## src/hdl/mlr_pkg.sv

```systemverilog
// mlr_pkg: shared types and constants for the midpoint line rasterizer.
// No dependencies; imported by midpoint_line_rasterizer_core and mlr_checker.
package mlr_pkg;

  // Coordinate space is fixed at 512 x 512 by the 9-bit endpoint fields.
  localparam int unsigned ImageSize = 512;
  localparam int unsigned CoordW    = $clog2(ImageSize);
  localparam int unsigned ColorW    = 24;
  localparam int unsigned DeltaW    = CoordW + 1;
  localparam int unsigned DecW      = 12;

  typedef logic [CoordW-1:0]      coord_t;
  typedef logic [ColorW-1:0]      color_t;
  typedef logic [DeltaW-1:0]      delta_t;
  typedef logic signed [DecW-1:0] dec_t;

  // Input command codes.
  typedef enum logic {
    FuncLoad = 1'b0,
    FuncStep = 1'b1
  } func_e;

endpackage

```

## src/hdl/midpoint_line_rasterizer_core.sv

```systemverilog
// midpoint_line_rasterizer_core: midpoint line stepper, one pixel per step transfer on an active line.
// Depends on mlr_pkg (types, widths, command codes).
//
//   channel | direction | fields                                        | handshake
//   --------+-----------+-----------------------------------------------+-----------------------
//   in      | input     | func, start_x, start_y, end_x, end_y, color   | in_valid_i/in_ready_o
//   out     | output    | pixel_x, pixel_y, pixel_color, last_pixel     | out_valid_o/out_ready_i
//
// Cycles: one in transfer per clock while in_ready_o is high; a step transfer while a line is active
//   produces its pixel in the output register on the next clock.
// Load transfers set up the line in the same clock and produce no pixel.
// A single output register decouples the sides: in_ready_o is high when the
//   register is empty or is being drained in the same clock.
// Reset (rst_ni low, asynchronous) clears the active flag and output valid.
module midpoint_line_rasterizer_core (
  input  logic            clk_i,
  input  logic            rst_ni,
  // input channel
  input  logic            in_valid_i,
  output logic            in_ready_o,
  input  logic            func_i,
  input  mlr_pkg::coord_t start_x_i,
  input  mlr_pkg::coord_t start_y_i,
  input  mlr_pkg::coord_t end_x_i,
  input  mlr_pkg::coord_t end_y_i,
  input  mlr_pkg::color_t line_color_i,
  // output channel
  output logic            out_valid_o,
  input  logic            out_ready_i,
  output mlr_pkg::coord_t pixel_x_o,
  output mlr_pkg::coord_t pixel_y_o,
  output mlr_pkg::color_t pixel_color_o,
  output logic            last_pixel_o
);
  import mlr_pkg::*;

  // ---------------------------------------------------------------------------
  // Line state
  // ---------------------------------------------------------------------------
  logic   busy_q,        busy_d;
  logic   steep_q,       steep_d;
  coord_t major_pos_q,   major_pos_d;
  coord_t minor_pos_q,   minor_pos_d;
  coord_t major_end_q,   major_end_d;
  dec_t   decision_q,    decision_d;
  delta_t delta_major_q, delta_major_d;
  delta_t delta_minor_q, delta_minor_d;
  logic   minor_down_q,  minor_down_d;
  color_t held_color_q,  held_color_d;

  // Output register
  logic   out_valid_q,   out_valid_d;
  coord_t pixel_x_q,     pixel_x_d;
  coord_t pixel_y_q,     pixel_y_d;
  color_t pixel_color_q, pixel_color_d;
  logic   last_pixel_q,  last_pixel_d;

  // ---------------------------------------------------------------------------
  // Handshake
  // ---------------------------------------------------------------------------
  logic in_xfer, out_xfer, is_load, is_step, emit;

  assign in_ready_o = ~out_valid_q | out_ready_i;
  assign in_xfer    = in_valid_i & in_ready_o;
  assign out_xfer   = out_valid_q & out_ready_i;
  assign is_load    = in_xfer & (func_i == FuncLoad);
  assign is_step    = in_xfer & (func_i == FuncStep);
  // A step with no active line is swallowed without a pixel.
  assign emit       = is_step & busy_q;

  // ---------------------------------------------------------------------------
  // Load setup: octant fold and decision seed
  // ---------------------------------------------------------------------------
  logic signed [CoordW:0] raw_dx, raw_dy, raw_dys;
  coord_t abs_dx, abs_dy;
  logic   ld_steep;
  coord_t ax_s, ay_s, bx_s, by_s;   // after steep swap
  coord_t ax_o, ay_o, bx_o, by_o;   // after left-to-right ordering
  coord_t ld_dx, ld_dy;
  logic   ld_down;
  dec_t   seed_n, seed_r, ld_seed;

  always_comb begin
    raw_dx   = $signed({1'b0, end_x_i}) - $signed({1'b0, start_x_i});
    raw_dy   = $signed({1'b0, end_y_i}) - $signed({1'b0, start_y_i});
    abs_dx   = raw_dx[CoordW] ? coord_t'(-raw_dx) : coord_t'(raw_dx);
    abs_dy   = raw_dy[CoordW] ? coord_t'(-raw_dy) : coord_t'(raw_dy);
    ld_steep = abs_dx < abs_dy;

    // make x the major axis
    if (ld_steep) begin
      ax_s = start_y_i; ay_s = start_x_i;
      bx_s = end_y_i;   by_s = end_x_i;
    end else begin
      ax_s = start_x_i; ay_s = start_y_i;
      bx_s = end_x_i;   by_s = end_y_i;
    end

    // walk along increasing major coordinate
    if (bx_s < ax_s) begin
      ax_o = bx_s; ay_o = by_s;
      bx_o = ax_s; by_o = ay_s;
    end else begin
      ax_o = ax_s; ay_o = ay_s;
      bx_o = bx_s; by_o = by_s;
    end

    ld_dx   = bx_o - ax_o;
    raw_dys = $signed({1'b0, by_o}) - $signed({1'b0, ay_o});
    ld_down = raw_dys[CoordW];
    ld_dy   = ld_down ? coord_t'(-raw_dys) : coord_t'(raw_dys);

    // seed = (dx - 2*dy) / 2, rounded toward zero
    seed_n  = dec_t'({{(DecW-CoordW){1'b0}}, ld_dx})
            - dec_t'({{(DecW-CoordW-1){1'b0}}, ld_dy, 1'b0});
    seed_r  = seed_n + dec_t'({{(DecW-1){1'b0}}, seed_n[DecW-1]});
    ld_seed = {seed_r[DecW-1], seed_r[DecW-1:1]};
  end

  // ---------------------------------------------------------------------------
  // Step: emit current pixel, then, unless it is the last, advance one major step
  // ---------------------------------------------------------------------------
  logic at_end;
  dec_t dmaj_ext, dmin_ext;

  assign at_end   = major_pos_q == major_end_q;
  assign dmaj_ext = dec_t'({{(DecW-DeltaW){1'b0}}, delta_major_q});
  assign dmin_ext = dec_t'({{(DecW-DeltaW){1'b0}}, delta_minor_q});

  always_comb begin
    busy_d        = busy_q;
    steep_d       = steep_q;
    major_pos_d   = major_pos_q;
    minor_pos_d   = minor_pos_q;
    major_end_d   = major_end_q;
    decision_d    = decision_q;
    delta_major_d = delta_major_q;
    delta_minor_d = delta_minor_q;
    minor_down_d  = minor_down_q;
    held_color_d  = held_color_q;

    if (is_load) begin
      // a load abandons any line in progress
      busy_d        = 1'b1;
      steep_d       = ld_steep;
      major_pos_d   = ax_o;
      minor_pos_d   = ay_o;
      major_end_d   = bx_o;
      decision_d    = ld_seed;
      delta_major_d = {1'b0, ld_dx};
      delta_minor_d = {1'b0, ld_dy};
      minor_down_d  = ld_down;
      held_color_d  = line_color_i;
    end else if (emit) begin
      if (at_end) begin
        busy_d = 1'b0;
      end else begin
        major_pos_d = major_pos_q + coord_t'(1);
        if (decision_q[DecW-1]) begin
          minor_pos_d = minor_down_q ? minor_pos_q - coord_t'(1)
                                     : minor_pos_q + coord_t'(1);
          decision_d  = decision_q + dmaj_ext - dmin_ext;
        end else begin
          decision_d  = decision_q - dmin_ext;
        end
      end
    end
  end

  // output register: new pixel, drain, or hold
  always_comb begin
    out_valid_d   = out_valid_q;
    pixel_x_d     = pixel_x_q;
    pixel_y_d     = pixel_y_q;
    pixel_color_d = pixel_color_q;
    last_pixel_d  = last_pixel_q;
    if (emit) begin
      out_valid_d   = 1'b1;
      pixel_x_d     = steep_q ? minor_pos_q : major_pos_q;
      pixel_y_d     = steep_q ? major_pos_q : minor_pos_q;
      pixel_color_d = held_color_q;
      last_pixel_d  = at_end;
    end else if (out_xfer) begin
      out_valid_d = 1'b0;
    end
  end

  // control state
  always_ff @(posedge clk_i or negedge rst_ni) begin
    if (!rst_ni) begin
      busy_q      <= 1'b0;
      out_valid_q <= 1'b0;
    end else begin
      busy_q      <= busy_d;
      out_valid_q <= out_valid_d;
    end
  end

  // datapath state; only read once loaded / valid
  always_ff @(posedge clk_i) begin
    steep_q       <= steep_d;
    major_pos_q   <= major_pos_d;
    minor_pos_q   <= minor_pos_d;
    major_end_q   <= major_end_d;
    decision_q    <= decision_d;
    delta_major_q <= delta_major_d;
    delta_minor_q <= delta_minor_d;
    minor_down_q  <= minor_down_d;
    held_color_q  <= held_color_d;
    pixel_x_q     <= pixel_x_d;
    pixel_y_q     <= pixel_y_d;
    pixel_color_q <= pixel_color_d;
    last_pixel_q  <= last_pixel_d;
  end

  assign out_valid_o   = out_valid_q;
  assign pixel_x_o     = pixel_x_q;
  assign pixel_y_o     = pixel_y_q;
  assign pixel_color_o = pixel_color_q;
  assign last_pixel_o  = last_pixel_q;

endmodule

```

## config.mk

```make
export PLATFORM = sky130hd
export DESIGN_NAME = midpoint_line_rasterizer_core
export DESIGN_NICKNAME = d
export VERILOG_FILES = /design/src/hdl/mlr_pkg.sv /design/src/hdl/midpoint_line_rasterizer_core.sv
export SDC_FILE = /design/constraint.sdc
export NUM_CORES = 1
export LEC_CHECK = 0
export BUFFER_PORTS_ARGS = -buffer_cell sky130_fd_sc_hd__buf_2
export CORE_MARGIN = 8
export CORE_UTILIZATION = 45
export CTS_CLUSTER_DIAMETER = 120
export DETAILED_ROUTE_END_ITERATION = 6
export HOLD_SLACK_MARGIN = 0.15
export PLACE_DENSITY_LB_ADDON = 0.25
export SYNTH_ARGS = -nofsm -noshare
export SYNTH_HDL_FRONTEND = slang
export SYNTH_SLANG_ARGS = --single-unit
```

## constraint.sdc

```tcl
create_clock -name clk_i -period 4.59 [get_ports clk_i]
set_input_delay 0.6885 -clock clk_i [delete_from_list [all_inputs] [get_ports clk_i]]
set_output_delay 0.6885 -clock clk_i [all_outputs]
set_load 0.01 [all_outputs]
```

==> impl_results.md, run 1 <==
- Kind of critical path: in2reg
- Top fanout value on the critical path: 6
- Worst hold path depth: 0
- Via count of the routed design: approximately 10,000
- Initial Util: 45.8%
- Core box area: 0.0227 mm2
- Achievable Freq: 99.3 MHz
- Clock latency of the later-clocked register in the worst-skew pair: 0.43 ns
- Post-synthesis instance total: about 1,100
- Leading post-synthesis cells by cell area: sky130_fd_sc_hd__edfxtp_1 36%, sky130_fd_sc_hd__ha_1 10%, sky130_fd_sc_hd__inv_1 4.6%
- Share of synthesized area occupied by flip-flops and latches: a little under two fifths
- Routed metal-1 wire length: about 13,000 um
- Setup violations, final: 58
- Highest routed metal layer: met4
- Number of CTS-inserted buffers: 17
- Root buffer selected by CTS: sky130_fd_sc_hd__clkbuf_16
- Placed wire-length estimate after detailed placement: approximately 23,000 um
- CP bufs+invs: 9
- Maximum clock path buffer count: 2
- Period utilization: 219%
- Routed length on met3: 1900 um
- Clock Sinks: 128
- Endpoint arrival time on the critical path: 10.23 ns
- Reg clk slew, reported paths: 0.06 ns
- Iteration-0 DRC Markers: slightly above 800
- CTS tree: built
- Primary flip-flop cell chosen by synthesis mapping: sky130_fd_sc_hd__edfxtp_1
- Kind of end point of the critical path: flip-flop
- EDFF count, synth: 126
- Asr flop ratio synth: 1.56%
- Mapped cell area: 0.0104 mm2
- Dominant cell by count in the synthesized netlist: sky130_fd_sc_hd__inv_1
- Wire length of the first global-routing pass: 48,800 um
- FF-to-FF path depth: 16
- Leftover overflow at the end of global routing: 0
- WP depth: 55
- Unrepaired setup endpoints after global routing: yes
- Antenna violations before repair: 0
- Number of design rule violations left after detail routing: 0
- Synth Area per Inst: just over 9 um2
- Total number of H-tree levels: 4
- Final max-slew violation count: 0
- Final weighted congestion of routability-driven global placement: 0.948
- Die height: roughly 170 um
- Metal2 WL: ~16,000 um
- Number of optimization iterations in the first detailed-route pass: 6
- Number of cell rows: 55
- FF-to-FF Start: decision_q[1]$_DFFE_PP_
- Number of buffer cells added on primary ports: 109
- Worst slew slack as a fraction of its limit: 50.7%
- Post-synthesis cell type with the largest combined area: sky130_fd_sc_hd__edfxtp_1
- Final #Nets: approximately 1,700
- Fill cell count: around 1,600
- Number of maximum-capacitance constraint violations: 0
- Hold violation total from the final report: 0
- Fraction of post-synthesis cell area in the top cell type by area: 36.4%
- Slowest stage cell, crit path: sky130_fd_sc_hd__or4_4
- CP Data Required Time: between 4 and 5 ns
- Pin count of the biggest net entering global routing: 45
- Total I/O pin count: 110
- Top post-synthesis cells by count: 128 x sky130_fd_sc_hd__inv_1, 126 x sky130_fd_sc_hd__edfxtp_1, 110 x sky130_fd_sc_hd__nand2_1, 84 x sky130_fd_sc_hd__ha_1, 80 x sky130_fd_sc_hd__a21oi_1
- Share of final-layout standard cells stronger than drive strength 1: 46.7%
- Post-synth net total: 1,285
- Failing checks: setup timing
- Worst hold path class: reg2reg
- Final setup margin: -5.48 ns
- Count of antenna diodes in the layout: 0
- Avg WL per Cell: 17.6 um
- Hold_sp: held_color_q[2]$_DFFE_PP_
- Tightest Pin Transition: 0.739 ns
- Crit start category: input port
- CP top delay family: simple AND/OR/NAND/NOR gates
- Vias per std cell: around 5.5
- Largest clock skew in the final design: 0.00936 ns
- Routed wire length: 32,500 um
- Synth cell types: 76
- Synthesis-to-finish area growth: 53.4%
- Post-layout utilization of the core: 70.3%
- DIE AREA: 0.0283 mm2
- Result of the run: complete, but fails checks
- Post-DRT Antenna Nets: 0
- Vias in the first global route: just under 10,000
- Origin of the worst setup path: start_x_i[1]
- YS warnings: 0
- Number of flip-flops and latches in the synthesized netlist: around 130
- Chip width: 168 um
- Critical path's largest stage delay: ~0.56 ns
- Tmin final: roughly 10 ns
- Global-route usage over all layers: roughly a fifth
[what timing repair did]
item                                    in CTS  in global routing
cloned                                       3                  1
pin swaps                                   57                 94
setup buffers                               48                 44
hold buffers                                 1                  0
resized for setup                          115                145
endpoints found under the setup margin      58                 58
endpoints found under the hold margin        2                  0
[layout make-up]
type                       count  area (um2)  share of cell area, %
sequential                   128        3830                   24.0
multi-input combinational    827        7280                   45.6
clock inverter                15         140                  0.877
timing repair buffer         451        3410                   21.4
clock buffer                  17         425                   2.66
inverter                     130         517                   3.24
tap                          285         357                   2.23
[cells in the final DEF (no fill, tap or decap), drive strengths merged, types with 10 or more instances in the layout]
cell type	synthesis	routed
xnor2	54	54
a211oi	18	18
fa	15	15
buf	10	449
o21ai	73	73
nor2	77	77
inv	130	138
nand2	111	111
a21oi	80	80
o211ai	21	21
clkbuf	27	18
xor2	31	31
mux2	20	20
a31oi	10	10
nor2b	13	13
a21boi	12	12
nand2b	14	14
a21o	10	10
ha	84	84
edfxtp	126	126
nand3	22	22
nor3	21	21
mux2i	18	18
and3	13	14
[final timing paths]
kind | end | slack [ns]
worst max-delay path | decision_q[7]$_DFFE_PP_ | -5.48
worst min-delay path | pixel_color_o[2]$_DFFE_PP_ | 0.42
worst max register to register | decision_q[11]$_DFFE_PP_ | 0.55
worst min register to register | pixel_color_o[2]$_DFFE_PP_ | 0.42
max in group asynchronous | busy_q$_DFFE_PN0P_ | 3.91
min in group asynchronous | out_valid_o$_DFFE_PN0P_ | 0.58
[state kept, by name, indices dropped and copies added (netlist names), 9 cells and up]
| register | count |
|---|---|
| delta_minor_q | 9 |
| major_end_q | 9 |
| decision_q | 12 |
| pixel_color_o | 24 |
| pixel_y_o | 9 |
| delta_major_q | 9 |
| pixel_x_o | 9 |
| minor_pos_q | 9 |
| major_pos_q | 9 |
| held_color_q | 24 |
[kinds of logic (layout without fill, tap and decap cells)]
kind of cell               Yosys count  count (layout)  synth area share (%)
buffers and inverters              167             613                  6.19
muxes                               39              39                  4.15
DFF                                128             128                  36.8
and+or+nand+nor                    313             314                  14.4
AOI/OAI and AO/OA                  284             284                  17.5
adders and majority gates          104             104                  13.5
xor gates and xnor gates            86              86                  7.55
[worst reg2reg max path: stages, from the launching register on]
cell and delay, ns:
sky130_fd_sc_hd__edfxtp_1 0.36, sky130_fd_sc_hd__inv_1 0.09, sky130_fd_sc_hd__fa_1 0.60, sky130_fd_sc_hd__inv_1 0.06, sky130_fd_sc_hd__ha_1 0.29, sky130_fd_sc_hd__a21o_1 0.18, sky130_fd_sc_hd__a21oi_1 0.22, sky130_fd_sc_hd__o21ai_0 0.13
sky130_fd_sc_hd__a21oi_1 0.26, sky130_fd_sc_hd__o21ai_0 0.14, sky130_fd_sc_hd__a21oi_1 0.25, sky130_fd_sc_hd__o21bai_1 0.13, sky130_fd_sc_hd__a2111oi_0 0.50, sky130_fd_sc_hd__a211o_1 0.18, sky130_fd_sc_hd__mux2i_1 0.07, sky130_fd_sc_hd__o21ai_0 0.18
sky130_fd_sc_hd__o211ai_1 0.13
[through the flow]
stage	TNS [ns]	instance area [um2]	cells	hold WS [ns]	setup slack [ns]
after floorplan	-141.30	11000	1121	0.393	-5.44
after global placement	-172.67	13600	1751	0.400	-5.68
after global routing	-169.30	16000	1853	0.423	-5.91
after detailed placement	-183.18	13600	1751	0.405	-5.96
final	-151.48	16000	1853	0.417	-5.48
after CTS	-140.47	15000	1822	0.418	-5.17
[routing by layer]
metal / vias up / global-route usage (%)
met5: - / 0
met4: 0 / 6.17
met3: 87 / 3.48
met2: 369 / 36.1
met1: 4864 / 26.6
li1: 4869 / -
Power of run 1 is left out: the tool's default activity adds up to more than one toggle a clock period on the data nets, which glitch-free logic cannot reach.
==> inputs of run 2 (changes only) <==
--- a/config.mk
+++ b/config.mk
@@ -12,6 +12,7 @@
 export DETAILED_ROUTE_END_ITERATION = 6
 export HOLD_SLACK_MARGIN = 0.15
 export PLACE_DENSITY_LB_ADDON = 0.25
+export REMOVE_ABC_BUFFERS = 1
 export SYNTH_ARGS = -nofsm -noshare
 export SYNTH_HDL_FRONTEND = slang
 export SYNTH_SLANG_ARGS = --single-unit
==> run 2 against run 1 <==
Compared with the run above:
- the run still ends with setup timing left
- setup slack worse by 0.47 ns
- critical path depth is 3 higher
- non-clock buffer count is 61 higher
- cell count is 3.3% higher
- via count is 10% higher
- global-route usage is 1.8 points higher
- die area stayed put
- first-iteration DRC count is 22% higher
- clock skew is 0.0039 ns higher
==> impl_results.md, run 2 (synthesized netlist as in run 1, its figures left out) <==
- Worst hold-check slack: 0.418 ns (+0.00134 ns)
- Placed wire-length estimate after detailed placement: 22,500 um (-0.68%)
- Most common library cell in the layout ignoring fill and taps: sky130_fd_sc_hd__buf_4
- Slowest stage cell, crit path: sky130_fd_sc_hd__or4_4
- Global-route usage over all layers: 22.8% (+1.8 points)
- Final weighted congestion of routability-driven global placement: 0.899 (-5.2%)
- Total number of H-tree levels: 4 (unchanged)
- Number of buffer cells added on primary ports: 109 (unchanged)
- CTS tree: built
- Kind of end point of the critical path: flip-flop
- Final setup margin: -5.95 ns (-0.468 ns)
- CP bufs+invs: 11 (+2)
- Count of antenna diodes in the layout: 0 (unchanged)
- Result of the run: complete, but fails checks
- Routed wire length: 40,700 um (+25%)
- Commonest cells after routing, fill and taps aside: 315 x sky130_fd_sc_hd__buf_4, 126 x sky130_fd_sc_hd__edfxtp_1, 107 x sky130_fd_sc_hd__inv_1
- Final #Nets: 1,780 (+3.5%)
- DIE AREA: 0.0283 mm2 (unchanged)
- Pin count of the biggest net entering global routing: 72 (+60%)
- Multi-input combinational cell area: 0.00766 mm2 (+5.1%)
- Crit start category: input port
- Iteration-0 DRC Markers: 989 (+22%)
- Period utilization: 230% (+10 points)
- Vias per std cell: 5.86 (+6.6%)
- Synthesis-to-finish area growth: 63.0%
- Setup violations, final: 58 (unchanged)
- Chip width: 168 um (unchanged)
- Critical path's largest stage delay: 0.56 ns (about the same)
- Worst slew slack as a fraction of its limit: 47.4% (-3.4 points)
- Number of CTS-inserted buffers: 17 (unchanged)
- Top fanout value on the critical path: 7 (+1)
- Antenna violations before repair: 0 (unchanged)
- Final std cell area, no fill: 0.0170 mm2 (+6.3%)
- Tightest Pin Transition: 0.790 ns (+0.0503 ns)
- Root buffer selected by CTS: sky130_fd_sc_hd__clkbuf_16
- Maximum clock path buffer count: 2 (unchanged)
- Wire length of the first global-routing pass: 52,600 um (+7.8%)
- Final max-slew violation count: 0 (unchanged)
- Core box area: 0.0227 mm2 (unchanged)
- Hold violation total from the final report: 0 (unchanged)
- Reg clk slew, reported paths: 0.06 ns (about the same)
- Tmin final: 10.54 ns (+0.468 ns)
- Initial Util: 45.8% (unchanged)
- Failing checks: setup timing
- Clock latency of the later-clocked register in the worst-skew pair: 0.43 ns (about the same)
- Clock Sinks: 128 (unchanged)
- Worst hold path class: reg2reg
- Avg WL per Cell: 21.3 um (+21%)
- Via count of the routed design: 11,223 (+10%)
- Largest clock skew in the final design: 0.0133 ns (+0.00393 ns)
- Share of final-layout standard cells stronger than drive strength 1: 51.6% (+4.9 points)
- Number of optimization iterations in the first detailed-route pass: 5 (-1)
- Fill cell count: 1,378 (-11%)
- Endpoint arrival time on the critical path: 10.79 ns (+0.56 ns)
- Number of maximum-capacitance constraint violations: 0 (unchanged)
- Post-DRT Antenna Nets: 0 (unchanged)
- Achievable Freq: 94.9 MHz (-4.4%)
- Vias in the first global route: 10,679 (+7.9%)
- CP Data Required Time: 4.84 ns (+0.10 ns)
- Unrepaired setup endpoints after global routing: yes
- Die height: 168 um (unchanged)
- Post-layout utilization of the core: 74.7% (+4.4 points)
- Sequential cell area: 0.00383 mm2 (unchanged)
- Leftover overflow at the end of global routing: 0 (unchanged)
- Number of design rule violations left after detail routing: 0 (unchanged)
- Post-Route Setup TNS: -163.75 ns (-12.27 ns)
- CP top delay family: compound AO/OA/AOI/OAI gates
- Total I/O pin count: 110 (unchanged)
- Number of cell rows: 55 (unchanged)
- Kind of critical path: in2reg
- Placement Cell Area: 0.0133 mm2 (-2.8%)
run 2: cell types whose count changed in the layout (fill, tap and decap cells not counted), moves of 7 or more:
cell                      previous run  this run
sky130_fd_sc_hd__buf_6              37        73
sky130_fd_sc_hd__buf_4             293       315
sky130_fd_sc_hd__nor2_1             63        52
sky130_fd_sc_hd__nand2_1            97        87
sky130_fd_sc_hd__nor2_4              7        16
sky130_fd_sc_hd__a21oi_2            25        32
sky130_fd_sc_hd__buf_12              2         9
sky130_fd_sc_hd__o21ai_1            24        17
run 2: cell type report:
type                       count  share of cell area [%]
multi-input combinational    827                    45.1
clock buffer                  17                    2.51
timing repair buffer         512                    23.8
inverter                     130                    3.06
tap                          285                    2.10
clock inverter                15                   0.833
sequential                   128                    22.6
run 2: final timing paths:
path	slack, ns	endpoint	start	cells after the start
worst max-delay path	-5.95	decision_q[7]$_DFFE_PP_	end_x_i[0]	58
worst min-delay path	0.42	pixel_color_o[22]$_DFFE_PP_	held_color_q[22]$_DFFE_PP_	0
worst max register to register	0.50	decision_q[11]$_DFFE_PP_	decision_q[1]$_DFFE_PP_	16
worst min register to register	0.42	pixel_color_o[22]$_DFFE_PP_	held_color_q[22]$_DFFE_PP_	0
max in group asynchronous	3.91	out_valid_o$_DFFE_PN0P_	rst_ni	2
min in group asynchronous	0.58	busy_q$_DFFE_PN0P_	rst_ni	2
run 2: metal layers:
metal / routed length, um / track usage, % / vias to the layer above
met5: 0 / 0 / -
met4: 2730 / 10.6 / 0
met3: 3250 / 4.56 / 234
met2: 20000 / 40.5 / 688
met1: 14700 / 26.0 / 5304
li1: - / - / 4997
run 2: through the flow:
stage / setup WS, ns / cells
6_report: -5.95 / 1914
5_1_grt: -6.25 / 1914
4_1_cts: -5.21 / 1866
3_5_place_dp: -6.93 / 1754
3_3_place_gp: -6.57 / 1754
2_1_floorplan: -7.49 / 1084
run 2: timing repair:
| item | in CTS | in global routing |
|---|---|---|
| gates resized for setup | 303 | 188 |
| pin swaps | 141 | 157 |
| hold endpoints to repair | 2 | 0 |
| gates cloned | 2 | 1 |
| hold buffers | 1 | 0 |
| buffers inserted | 104 | 61 |
| setup endpoints to repair | 58 | 58 |
run 2: worst reg2reg max path, cell delays in order (launching register included):
cell                        delay [ns]
sky130_fd_sc_hd__edfxtp_1         0.36
sky130_fd_sc_hd__inv_1            0.10
sky130_fd_sc_hd__fa_1             0.59
sky130_fd_sc_hd__inv_1            0.05
sky130_fd_sc_hd__ha_1             0.29
sky130_fd_sc_hd__a21o_1           0.20
sky130_fd_sc_hd__a21oi_1          0.25
sky130_fd_sc_hd__o21ai_0          0.12
sky130_fd_sc_hd__a21oi_1          0.26
sky130_fd_sc_hd__o21ai_0          0.14
sky130_fd_sc_hd__a21oi_1          0.24
sky130_fd_sc_hd__o21bai_1         0.13
sky130_fd_sc_hd__a2111oi_0        0.53
sky130_fd_sc_hd__a211o_1          0.19
sky130_fd_sc_hd__mux2i_1          0.07
sky130_fd_sc_hd__o21ai_0          0.19
sky130_fd_sc_hd__o211ai_1         0.11
Power of run 2 is left out for the same reason.
==> inputs of run 3 (changes only) <==
--- a/config.mk
+++ b/config.mk
@@ -6,6 +6,7 @@
 export NUM_CORES = 1
 export LEC_CHECK = 0
 export BUFFER_PORTS_ARGS = -buffer_cell sky130_fd_sc_hd__buf_2
+export CORE_ASPECT_RATIO = 1.2
 export CORE_MARGIN = 8
 export CORE_UTILIZATION = 45
 export CTS_CLUSTER_DIAMETER = 120
==> run 3 against run 2 <==
Compared with the run above:
- the run ends with DRC, setup timing left
- utilization is 2.1 points lower
- clock skew down 0.0016 ns
- clock-buffer cell count stayed put
- critical path depth is the same
- design area shrank 1.7%
- die area about the same
- register-to-register slack improved by 0.14 ns
- hold slack got worse by 0.00051 ns
- first-iteration DRC count fell by 23%
- sequential share of layout area up 0.40 points
- critical path type unchanged
- highest routed layer unchanged
==> impl_results.md, run 3 (synthesized netlist as in run 1, its figures left out) <==
- DIE AREA: 0.0283 mm2 (about the same)
- Number of buffer cells added on primary ports: 109 (unchanged)
- CP bufs+invs: 10 (-1)
- CTS tree: built
- Fill cell count: 1,447 (+5.0%)
- Die height: 183 um (+8.6%)
- Kind of end point of the critical path: flip-flop
- Routed wire length: 37,200 um (-8.7%)
- Endpoint of the worst hold path: pixel_color_o[19]$_DFFE_PP_
- Share of final-layout standard cells stronger than drive strength 1: 50.3% (-1.3 points)
- Period utilization: 230% (+0.74 points)
- Failing checks: DRC, setup timing
- Worst hold path depth: 0 (unchanged)
- Number of cell rows: 61 (+11%)
- CP top delay family: compound AO/OA/AOI/OAI gates
- Endpoint arrival time on the critical path: 10.70 ns (-0.09 ns)
- Final weighted congestion of routability-driven global placement: 0.933 (+3.8%)
- Unrepaired setup endpoints after global routing: yes
- Wire length of the first global-routing pass: 51,900 um (-1.2%)
- Hold violation total from the final report: 0 (unchanged)
- Via count of the routed design: 10,795 (-3.8%)
- Count of antenna diodes in the layout: 0 (unchanged)
- Root buffer selected by CTS: sky130_fd_sc_hd__clkbuf_16
- Initial Util: 45.3% (-0.53 points)
- Clock latency of the later-clocked register in the worst-skew pair: 0.42 ns (about the same)
- Count of placed standard cells in the final layout, fillers left out: 1,927 (+0.68%)
- Worst hold-check slack: 0.418 ns (-0.000509 ns)
- Chip width: 155 um (-7.9%)
- Most common library cell in the layout ignoring fill and taps: sky130_fd_sc_hd__buf_4
- Slowest stage cell, crit path: sky130_fd_sc_hd__or4_4
- Result of the run: complete, but fails checks
- CP Data Required Time: 4.72 ns (-0.12 ns)
- Crit start category: input port
- FF-to-FF path depth: 16 (unchanged)
- Tightest Pin Transition: 0.813 ns (+0.0230 ns)
- Number of optimization iterations in the first detailed-route pass: 7 (+2)
- R2R Setup Slk: 0.64 ns (+0.14 ns)
- Number of maximum-capacitance constraint violations: 0 (unchanged)
- Tmin final: 10.57 ns (+0.0338 ns)
- Vias in the first global route: 10,722 (+0.40%)
- Post-DRT Antenna Nets: 0 (unchanged)
- Worst hold path class: reg2reg
- Reg clk slew, reported paths: 0.06 ns (about the same)
- Final setup margin: -5.98 ns (-0.0338 ns)
- Pin count of the biggest net entering global routing: 63 (-13%)
- Largest clock skew in the final design: 0.0117 ns (-0.00163 ns)
- Avg WL per Cell: 19.3 um (-9.3%)
- Kind of critical path: in2reg
- Hold_sp: held_color_q[19]$_DFFE_PP_
- Number of design rule violations left after detail routing: 1 (+1)
- Total number of H-tree levels: 4 (unchanged)
- Maximum clock path buffer count: 2 (unchanged)
- Final max-slew violation count: 0 (unchanged)
- Number of CTS-inserted buffers: 17 (unchanged)
- Achievable Freq: 94.6 MHz (-0.32%)
- Synthesis-to-finish area growth: 60.2%
- Post-layout utilization of the core: 72.6% (-2.1 points)
- Leftover overflow at the end of global routing: 0 (unchanged)
- Core box area: 0.0230 mm2 (+1.2%)
- Antenna violations before repair: 0 (unchanged)
- Setup violations, final: 58 (unchanged)
- Placed wire-length estimate after detailed placement: 22,900 um (+2.1%)
- Critical path's largest stage delay: 0.57 ns (about the same)
- Vias per std cell: 5.60 (-4.5%)
- Top fanout value on the critical path: 8 (+1)
- Clock Sinks: 128 (unchanged)
- Final #Nets: 1,763 (-0.96%)
- Worst R2R End: decision_q[11]$_DFFE_PP_
- Commonest cells after routing, fill and taps aside: 309 x sky130_fd_sc_hd__buf_4, 126 x sky130_fd_sc_hd__edfxtp_1, 107 x sky130_fd_sc_hd__buf_2
- FF-to-FF Start: decision_q[1]$_DFFE_PP_
- Total I/O pin count: 110 (unchanged)
- Instance count after placement with tap cells included: 1,792 (+2.2%)
- Global-route usage over all layers: 22.7% (-0.12 points)
- WP depth: 58 (unchanged)
- Worst slew slack as a fraction of its limit: 45.8% (-1.5 points)
- Iteration-0 DRC Markers: 758 (-23%)
run 3: repair_timing:
| action | in CTS | in global routing |
|---|---|---|
| pin swaps | 103 | 149 |
| hold buffers | 1 | 0 |
| cloned | 3 | 0 |
| setup buffers | 80 | 59 |
| hold endpoints to repair | 2 | 0 |
| endpoints found under the setup margin | 58 | 58 |
| resized for setup | 238 | 216 |
run 3: worst reg2reg max path, delay by kind of cell, from the launching register on:
family,cells,cell delay [ns]
mux,1,0.07
flops,1,0.37
fa+ha+maj,2,0.87
buf+inv,2,0.16
compound gates,11,2.22
run 3: layer usage:
layer | wire [um] | GRT usage, %
met4 | 2270 | 10.3
met2 | 19600 | 43.2
met1 | 13300 | 24.2
met3 | 2000 | 3.41
met5 | 0 | 0
run 3: worst max path at each step:
stage / startpoint / to / slack, ns
after global placement: start_y_i[1] / decision_q[7]$_DFFE_PP_ / -6.45
after floorplan: start_y_i[1] / decision_q[7]$_DFFE_PP_ / -7.49
after CTS: end_y_i[0] / decision_q[7]$_DFFE_PP_ / -5.20
final: start_x_i[1] / decision_q[7]$_DFFE_PP_ / -5.98
after detailed placement: start_y_i[1] / decision_q[7]$_DFFE_PP_ / -6.79
after global routing: end_y_i[0] / decision_q[7]$_DFFE_PP_ / -6.44
run 3: stage by stage:
stage / area, um2 / worst slack [ns] / setup TNS (ns)
floorplan: 10300 / -7.49 / -230.42
global route: 16700 / -6.44 / -180.20
global placement: 13400 / -6.45 / -196.75
finish: 16700 / -5.98 / -167.09
CTS: 15500 / -5.20 / -141.34
detailed placement: 13400 / -6.79 / -207.28
run 3: cell type report:
type	count	area [um2]	area share [%]
timing repair buffer	494	3830	22.9
sequential	128	3830	23.0
clock buffer	17	425	2.55
multi-input combinational	828	7520	45.1
tap	315	394	2.36
clock inverter	15	160	0.960
inverter	130	517	3.10
Power of run 3 is left out for the same reason.
